===== src/hdl/qri_pkg.sv =====
package qri_pkg;

    // Fraction bits of every fixed-point value in the block.
    localparam int FRAC_BITS  = 16;
    localparam int NUM_COEFS  = 10;
    localparam int COEF_IDX_W = 4;

    // Pipeline depths of the arithmetic units.
    localparam int FMUL_LAT  = 4;
    localparam int ROOT_W    = (64 + FRAC_BITS) / 2;
    localparam int DIV_STEPS = 32;

    // Command queue between front and back.
    localparam int Q_DEPTH = 4;
    localparam int Q_PTR_W = 2;
    localparam int Q_CNT_W = 3;

    typedef enum logic [0:0] {
        CMD_LOAD = 1'b0,
        CMD_RAY  = 1'b1
    } cmd_t;

    typedef logic signed [63:0] fix64_t;

    localparam fix64_t FIX_MAX = {1'b0, {63{1'b1}}};
    localparam fix64_t FIX_MIN = {1'b1, {63{1'b0}}};

    // Distance reported on a miss: -1.0.
    localparam logic [31:0] MISS_DIST = 32'(-(64'sd1 <<< FRAC_BITS));
    localparam logic [31:0] POS_LIMIT = 32'h7FFF_FFFF;
    localparam logic [31:0] NEG_LIMIT = 32'h8000_0000;

    typedef struct packed {
        logic        is_ray;
        logic [3:0]  idx;
        logic [31:0] value;
        logic [31:0] x;
        logic [31:0] y;
        logic [31:0] z;
    } qitem_t;

    function automatic fix64_t sat_add(fix64_t a, fix64_t b);
        fix64_t s;
        s = a + b;
        if (a[63] == b[63] && s[63] != a[63]) begin
            return a[63] ? FIX_MIN : FIX_MAX;
        end
        return s;
    endfunction

    function automatic fix64_t sat_sub(fix64_t a, fix64_t b);
        fix64_t s;
        s = a - b;
        if (a[63] != b[63] && s[63] != a[63]) begin
            return a[63] ? FIX_MIN : FIX_MAX;
        end
        return s;
    endfunction

    function automatic logic [63:0] mag64(fix64_t a);
        logic [63:0] u;
        u = a;
        return a[63] ? (~u + 64'd1) : u;
    endfunction

    // Negation that saturates the most negative value.
    function automatic fix64_t sat_neg(fix64_t a);
        logic [63:0] u;
        u = a;
        return (a == FIX_MIN) ? FIX_MAX : fix64_t'(~u + 64'd1);
    endfunction

endpackage


===== src/hdl/qri_cmd_if.sv =====
interface qri_cmd_if import qri_pkg::*; ();
    logic               valid;
    logic               ready;
    logic               command;
    logic [3:0]         coef_index;
    logic signed [31:0] coef_value;
    logic signed [31:0] dir_x;
    logic signed [31:0] dir_y;
    logic signed [31:0] dir_z;

    modport source (
        output valid, command, coef_index, coef_value, dir_x, dir_y, dir_z,
        input  ready
    );
    modport sink (
        input  valid, command, coef_index, coef_value, dir_x, dir_y, dir_z,
        output ready
    );
endinterface


===== src/hdl/qri_front.sv =====
// Accepts command words, drops loads to nonexistent coefficients and
// queues the rest in order for the back end.
module qri_front import qri_pkg::*; (
    input  logic       clk,
    input  logic       rst_n,
    qri_cmd_if.sink    cmd,
    input  logic       pop,
    output logic       head_valid,
    output qitem_t     head
);

    qitem_t             q_reg [Q_DEPTH];
    logic [Q_PTR_W-1:0] wr_ptr_reg;
    logic [Q_PTR_W-1:0] rd_ptr_reg;
    logic [Q_CNT_W-1:0] cnt_reg;
    logic [Q_CNT_W-1:0] cnt_next;
    logic               accept;
    logic               keep;
    qitem_t             item;

    assign cmd.ready = (cnt_reg != Q_CNT_W'(Q_DEPTH));
    assign accept    = cmd.valid && cmd.ready;

    always_comb
    begin
        item.is_ray = (cmd.command == CMD_RAY);
        item.idx    = cmd.coef_index;
        item.value  = cmd.coef_value;
        item.x      = cmd.dir_x;
        item.y      = cmd.dir_y;
        item.z      = cmd.dir_z;
        keep        = accept && (item.is_ray ||
                      (cmd.coef_index < COEF_IDX_W'(NUM_COEFS)));
        cnt_next    = cnt_reg + Q_CNT_W'(keep) - Q_CNT_W'(pop);
    end

    always_ff @(posedge clk or negedge rst_n)
    begin
        if (!rst_n)
        begin
            wr_ptr_reg <= '0;
            rd_ptr_reg <= '0;
            cnt_reg    <= '0;
        end
        else
        begin
            if (keep)
            begin
                wr_ptr_reg <= wr_ptr_reg + 1'b1;
            end
            if (pop)
            begin
                rd_ptr_reg <= rd_ptr_reg + 1'b1;
            end
            cnt_reg <= cnt_next;
        end
    end

    always_ff @(posedge clk)
    begin
        if (keep)
        begin
            q_reg[wr_ptr_reg] <= item;
        end
    end

    assign head_valid = (cnt_reg != '0);
    assign head       = q_reg[rd_ptr_reg];

    assert property (@(posedge clk) disable iff (!rst_n) cnt_reg <= Q_CNT_W'(Q_DEPTH))
        else $error("command queue count beyond depth");
    assert property (@(posedge clk) disable iff (!rst_n) pop |-> cnt_reg != '0)
        else $error("pop from empty command queue");
    assert property (@(posedge clk) disable iff (!rst_n) !cmd.ready |-> head_valid)
        else $error("queue reports full while empty");

endmodule


===== src/flat_wrapper.sv =====
// flat-port wrapper written by rule: the top's interface ports become plain ports
module qri_front_flat import qri_pkg::*;
  (clk, rst_n, pop, head_valid, head, cmd_valid, cmd_command, cmd_coef_index, cmd_coef_value, cmd_dir_x, cmd_dir_y, cmd_dir_z, cmd_ready);
  qri_cmd_if cmd_i ();
  input  logic clk;
  input  logic rst_n;
  input  logic pop;
  output logic head_valid;
  output qitem_t head;
  input wire logic [$bits(cmd_i.valid)-1:0] cmd_valid;
  input wire logic [$bits(cmd_i.command)-1:0] cmd_command;
  input wire logic [$bits(cmd_i.coef_index)-1:0] cmd_coef_index;
  input wire logic [$bits(cmd_i.coef_value)-1:0] cmd_coef_value;
  input wire logic [$bits(cmd_i.dir_x)-1:0] cmd_dir_x;
  input wire logic [$bits(cmd_i.dir_y)-1:0] cmd_dir_y;
  input wire logic [$bits(cmd_i.dir_z)-1:0] cmd_dir_z;
  output wire logic [$bits(cmd_i.ready)-1:0] cmd_ready;
  assign cmd_i.valid = cmd_valid;
  assign cmd_i.command = cmd_command;
  assign cmd_i.coef_index = cmd_coef_index;
  assign cmd_i.coef_value = cmd_coef_value;
  assign cmd_i.dir_x = cmd_dir_x;
  assign cmd_i.dir_y = cmd_dir_y;
  assign cmd_i.dir_z = cmd_dir_z;
  assign cmd_ready = cmd_i.ready;
  qri_front u_core (.clk(clk), .rst_n(rst_n), .cmd(cmd_i), .pop(pop), .head_valid(head_valid), .head(head));
endmodule

===== config.mk =====
export PLATFORM = sky130hd
export DESIGN_NAME = qri_front_flat
export DESIGN_NICKNAME = d
export VERILOG_FILES = /design/src/hdl/qri_pkg.sv /design/src/hdl/qri_cmd_if.sv /design/src/hdl/qri_front.sv /design/src/flat_wrapper.sv
export SDC_FILE = /design/constraint.sdc
export NUM_CORES = 1
export LEC_CHECK = 0
export ABC_AREA = 0
export BUFFER_PORTS_ARGS = -buffer_cell sky130_fd_sc_hd__buf_2
export CORE_ASPECT_RATIO = 0.5
export CORE_UTILIZATION = 36
export CTS_CLUSTER_SIZE = 28
export DETAILED_ROUTE_END_ITERATION = 7
export SLEW_MARGIN = 20
export SYNTH_ARGS = -nofsm -noshare
export SYNTH_HDL_FRONTEND = slang
export SYNTH_SLANG_ARGS = --single-unit

===== constraint.sdc =====
create_clock -name clk -period 6.2 [get_ports clk]
set_input_delay 0.62 -clock clk [delete_from_list [all_inputs] [get_ports clk]]
set_output_delay 0.62 -clock clk [all_outputs]
set_load 0.02 [all_outputs]

==> summary.txt, run 1 <==
Setup crit end: head[44]
Share of the synthesized area in the top cell type: 0.815
Initial core utilization: 0.365
Nets: 1,181
Cell taking the most area after synthesis: edfxtp_1
Sequential fraction of the synthesis area: 0.824
Total of max-cap violations: 0
Largest net degree at the start of global routing: 102
Syn nets: 877
Die ar.: 55,400 µm²
Final WL: 38.8 mm
CTS buffer count: 50
Vias post-DR: 8,539
Ys async rst share: 0.0130
Flop pwr share: 0.439
Cell Rows: 60
Detailed Route Iter0 Violations: 555
RSZ-0062 raised after global routing: no
Clk pin slew, worst setup/hold paths: 0.06 ns
Cell area after synthesis: 19,600 µm²
LEAKAGE: 7.80 nW
Worst setup EP type: output pin
First-pass GRT wire length: 58.1 mm
Mux share of post-synthesis cell area: 0.153
Min Tclk post-route: 3.54 ns
Synth cell types: 20
Startpoint Class: flip-flop
TritonCTS clock tree: done
Net Sw Frac: 0.314
Simple-Gate Fraction of Synth Area: 0.00281
Hold Vio Cnt, Final: 0
Register area: 16,200 µm²
Register bit total from synthesis: 539
Power per cell area: 482 nW/µm²
DPL Wire Length: 23.8 mm
Post-Syn Area per Cell: 26.7 µm²
Synth Flop Type: edfxtp_1
Post-route antenna net violation count: 0
Peak Freq: 283 MHz
GPL Wtd Cong: 0.742
Max incr delay on CP: 0.79 ns
Period utilization: 0.571
Critical Path Fanout Max: 56
Reg-to-reg critical path endpoint: u_core.q_reg[3][57]
Synth Area in Compound Gates: 0.00134
CP startpoint: u_core.rd_ptr_reg[0]
Via density: 4.77
Crit path cell chain: buf_12 -> buf_12 -> mux4_2 -> buf_2
CP max stage cell: dfrtp_4
Worst-skew pair later-pin latency: 0.56 ns
Grt ovf: 0
Clock buffer depth: 3
Data required time of the worst path: 5.58 ns
Internal power: 7.72 mW
Drt wl/cell: 21.7 µm
# IOs: 272
Worst Path Class, Setup: flip-flop to output pin
Die Wd: 332 µm
Worst Tran Pin Value: 1.09 ns
Overall routing resource usage: 0.140
Adder-cell share of the synthesized area: 0.00485
IO Port Bufs: 271
Setup TNS: 0 ns
Outcome: complete, no violations
Fin util: 0.435
Synth Instances: 733
Die Height: 167 µm
Top post-synthesis cells by count: 532 x edfxtp_1, 133 x mux4_2, 16 x buf_2
HP Class: input pin to flip-flop
Net Sw Power: 3.54 mW
Final setup skew: 0.00948 ns
Area contributors post-synth: edfxtp_1 82%, mux4_2 15%, dfrtp_1 0.89%
Max reg flops: 532
Combinational share of power: 0.307
1st-pass router iterations: 5
Layout cell share with drive strength beyond 1: 0.449
Vias in the first global route: 9,236
Max Slew Vio Count: 0
Cts repair resizes: 0
H-tree depth: 2
Layout Area Growth over Synthesis: 19.3%
Fill cells: 4,570
Normalized max-slew margin: 0.271
CORE AREA: 53,800 µm²
Top-count cell post-synth: edfxtp_1
R2R depth: 4
Final setup fails: 0
Area share of xor/xnor cells in the synthesized design: 0.00224
Most common cell on crit path: buf_12
Antenna violations before repair: 3
Worst r2r src: u_core.cnt_reg[1]
Number of enable flip-flop cells after synthesis: 532
Clock share of power: 0.254
Root Driver: clkbuf_16
Multi-input logic area: 3240 µm²
Crit path DAT: 2.92 ns
Yosys warnings: 0
Maximum VDD drop: 0.000211 V
Largest family of logic cells by synthesized area: multiplexers
R2R Setup Slk: 3.27 ns
Drt drc: 0
Clock Sinks: 539
-- logic make-up after synthesis --
group,after synthesis
xor gates and xnor gates,5
AOI/OAI and AO/OA,1
and+or+nand+nor,10
buffers and inverters,37
muxes,134
DFF,539
adders and majority gates,7
-- layer usage --
layer / up-vias / routed length (µm) / track usage
met4: 0 / 796 / 0.0417
met2: 123 / 22500 / 0.273
li1: 3780 / - / -
met1: 4575 / 14300 / 0.155
met5: - / 0 / 0
met3: 61 / 1170 / 0.0224
-- through the flow --
stage               total power, mW  cell area, µm²  instances  setup WS (ns)  hold WS (ns)
global placement               8.50           21800       1695           2.78         0.465
finish                         11.3           23400       1789           2.66         0.272
global route                   11.7           23400       1789           2.41         0.238
floorplan                      7.41           19600        733           1.36         0.324
CTS                            11.4           23300       1786           2.24         0.234
detailed placement             8.58           21800       1696           2.73         0.466
-- power groups by stage --
stage	clock network, mW	logic (mW)	registers [mW]
after global routing	3.07	3.67	5.00
after CTS	2.93	3.50	5.00
after floorplan	0	2.49	4.92
after detailed placement	0	3.50	5.08
after global placement	0	3.41	5.08
final	2.86	3.45	4.94
-- repair_timing --
item / CTS / global route
hold buffers: 1 / 0
setup buffers: 0 / 0
endpoints found under the hold margin: 7 / 0
-- worst max-delay path: cells and delay by family, from the launching register on --
kind,cells,cell delay (ns)
multiplexers,1,0.58
buffers and inverters,3,0.89
flip-flops,1,0.79
-- worst min-delay path by stage --
stage / slack [ns] / start / depth (start not counted) / endpoint
after floorplan: 0.32 / rst_n / 0 / u_core.cnt_reg[0]
after global placement: 0.46 / rst_n / 1 / u_core.cnt_reg[2]
after global routing: 0.24 / cmd_dir_x[26] / 1 / u_core.q_reg[1][90]
after CTS: 0.23 / cmd_dir_x[26] / 1 / u_core.q_reg[2][90]
final: 0.27 / cmd_dir_x[17] / 1 / u_core.q_reg[3][81]
after detailed placement: 0.47 / rst_n / 1 / u_core.cnt_reg[2]
-- cell type report --
class / instances / area share
timing repair buffer: 282 / 0.0654
antenna: 2 / 0.000214
clock inverter: 20 / 0.00589
inverter: 7 / 0.00112
sequential: 539 / 0.691
clock buffer: 69 / 0.0593
multi-input combinational: 157 / 0.138
tap: 713 / 0.0382
-- cells in the final DEF (no fill, tap or decap) --
cell	count
a221oi_4	1
and2_4	4
buf_12	7
buf_2	271
buf_4	3
bufinv_16	2
clkbuf_1	16
clkbuf_16	53
clkinv_1	12
clkinv_2	5
clkinvlp_4	1
dfrtp_1	5
dfrtp_4	2
diode_2	2
dlygate4sd3_1	1
edfxtp_1	532
fa_1	1
ha_1	6
inv_1	7
mux2_1	1
mux4_2	133
nand2_1	2
nor2_1	1
nor2b_1	1
or2_1	1
or3_1	1
xnor2_1	4
xor2_1	1
Note: power is estimated with default switching activity, not from simulation.
==> inputs of run 2 (changes only) <==
==> constraint.sdc (replaced) <==
create_clock -name clk -period 3.45 [get_ports clk]
set_input_delay 0.345 -clock clk [delete_from_list [all_inputs] [get_ports clk]]
set_output_delay 0.345 -clock clk [all_outputs]
set_load 0.02 [all_outputs]
==> run 2 against run 1 <==
  * Cell count up 8.0%
  * Utilization grew 3.1 points
  * Setup slack got worse by 2.1 ns
  * Count of clock-buffer cells in the layout decreased by 7
  * Design area rose by 7.1%
  * Clock power increased by 97%
  * First-iteration DRC count is 5.8% higher
  * Largest cell class unchanged
  * Critical path depth fell by 1
  * Critical endpoint is now head[15]
  * Via count up 6.6%
  * Global-route usage rose by 0.19 points
==> summary.txt, run 2 (same netlist as run 1, synthesis figures left out) <==
Outcome: complete, no violations
Final setup skew: 0.0209 ns
Die Wd: 332 µm
Power per cell area: 838 nW/µm²
TritonCTS clock tree: done
M1 wire length: 14.7 mm
R2R depth: 4
Cell total after placement: 1,708
CORE AREA: 53,800 µm²
Max reg flops: 532
Clock buffer depth: 3
Root Driver: clkbuf_16
Max Slew Vio Count: 0
Met3 Wirelength: 1.02 mm
RSZ-0062 raised after global routing: no
Layout cell share with drive strength beyond 1: 0.417
Max layer used: met4
Overall routing resource usage: 0.142
Final WL: 39.5 mm
Antenna violations before repair: 0
Reg-to-reg critical path endpoint: u_core.q_reg[0][73]
Initial core utilization: 0.365
Worst Path Class, Setup: flip-flop to output pin
LEAKAGE: 8.52 nW
Worst r2r src: u_core.cnt_reg[1]
Vias post-DR: 9,103
Peak Freq: 347 MHz
Min-delay src: cmd_command
Final setup fails: 0
HP Class: input pin to flip-flop
Setup TNS: 0 ns
Grt ovf: 0
Most common cell after layout, fill and taps aside: edfxtp_1
Via density: 4.71
Crit path DAT: 2.54 ns
1st-pass router iterations: 4
Clk pin slew, worst setup/hold paths: 0.07 ns
Startpoint Class: flip-flop
Drt drc: 0
Period utilization: 0.835
Non-Filler Instances: 1,932
First-pass GRT wire length: 59.6 mm
Die Height: 167 µm
Finished Cell Area: 25,000 µm²
Worst-skew pair later-pin latency: 0.57 ns
DPL Wire Length: 24.6 mm
IO Port Bufs: 271
GPL Wtd Cong: 0.731
Worst setup EP type: output pin
Hold path cells: 1
Min Tclk post-route: 2.88 ns
Largest net degree at the start of global routing: 54
Cell Rows: 60
CTS buffer count: 50
Area after DPL: 22,000 µm²
Worst Tran Pin Value: 0.669 ns
Hold Vio Cnt, Final: 0
WHS Endpoint: u_core.q_reg[2][132]
H-tree depth: 2
Met2 wire len: 22.8 mm
N_diodes: 0
Vias in the first global route: 9,911
Layout Area Growth over Synthesis: 27.8%
Critical Path Fanout Max: 26
Die ar.: 55,400 µm²
Detailed Route Iter0 Violations: 587
R2R Setup Slk: 1.11 ns
Normalized max-slew margin: 0.554
Maximum VDD drop: 0.000387 V
Commonest non-fill, non-tap cells in the layout: 532 x edfxtp_1, 271 x buf_2, 133 x mux4_2, 131 x dlygate4sd3_1, 53 x clkbuf_16
Nets: 1,322
Post-route antenna net violation count: 0
Total of max-cap violations: 0
Data required time of the worst path: 3.11 ns
Clock Sinks: 539
Drt wl/cell: 20.5 µm
# IOs: 272
Fill cells: 4,432
-- run 2: cell count changes in the layout (fill, tap and decap cells not counted), moves of 4 or more --
cell           previous run  this run
buf_12                    7        16
dlygate4sd3_1             1       131
clkbuf_1                 16         9
bufinv_16                 2         7
clkinv_2                  5        11
clkinv_1                 12         8
-- run 2: worst max path at each step --
stage                          from                  end  slack [ns]  depth (start not counted)
3_5_place_dp      cmd_coef_index[2]  u_core.q_reg[0][85]        0.92                          5
4_1_cts        u_core.rd_ptr_reg[0]             head[15]        0.49                          3
5_1_grt        u_core.rd_ptr_reg[0]             head[19]        0.40                          3
3_3_place_gp      cmd_coef_index[2]  u_core.q_reg[0][82]        0.98                          5
6_report       u_core.rd_ptr_reg[0]             head[15]        0.57                          3
2_1_floorplan     cmd_coef_index[2]   u_core.q_reg[0][0]        0.35                          3
-- run 2: report_power, final --
part           switching [mW]  total [mW]  internal (mW)
combinational            3.78        6.51           2.73
clock                    2.30        5.62           3.32
sequential              0.435        8.84           8.40
total                    6.51        21.0           14.5
-- run 2: metal layers --
metal / global-route usage / up-vias
li1: - / 4061
met1: 0.160 / 4861
met2: 0.275 / 115
met3: 0.0205 / 66
met4: 0.0449 / 0
met5: 0 / -
-- run 2: stage by stage --
step	worst slack [ns]	power [mW]	utilization	hold WS [ns]
detailed placement	0.920	15.6	0.410	0.196
CTS	0.487	21.3	0.466	0.000440
floorplan	0.347	13.2	-	0.0494
global route	0.397	21.8	0.466	0.00721
global placement	0.975	15.4	0.410	0.194
finish	0.569	21.0	0.466	0.0247
-- run 2: critical path, stage by stage (launching register included) --
cell	delay, ns
dfrtp_4	0.79
buf_4	0.42
mux4_2	0.57
buf_2	0.18
-- run 2: final cells by class --
cell class                      instances  area, µm²  area share
Clock buffer                           62       1360      0.0543
Tap cell                              713        892      0.0356
Multi-Input combinational cell        157       3240       0.129
Clock inverter                         31        334      0.0133
Timing Repair Buffer                  423       3030       0.121
Sequential cell                       539      16200       0.645
Inverter                                7       26.3     0.00105
-- run 2: timing repair --
| item | 4_1_cts | 5_1_grt |
|---|---|---|
| resized for setup | 0 | 0 |
| setup buffers | 0 | 0 |
| hold endpoints to repair | 519 | 0 |
| hold buffers | 131 | 0 |
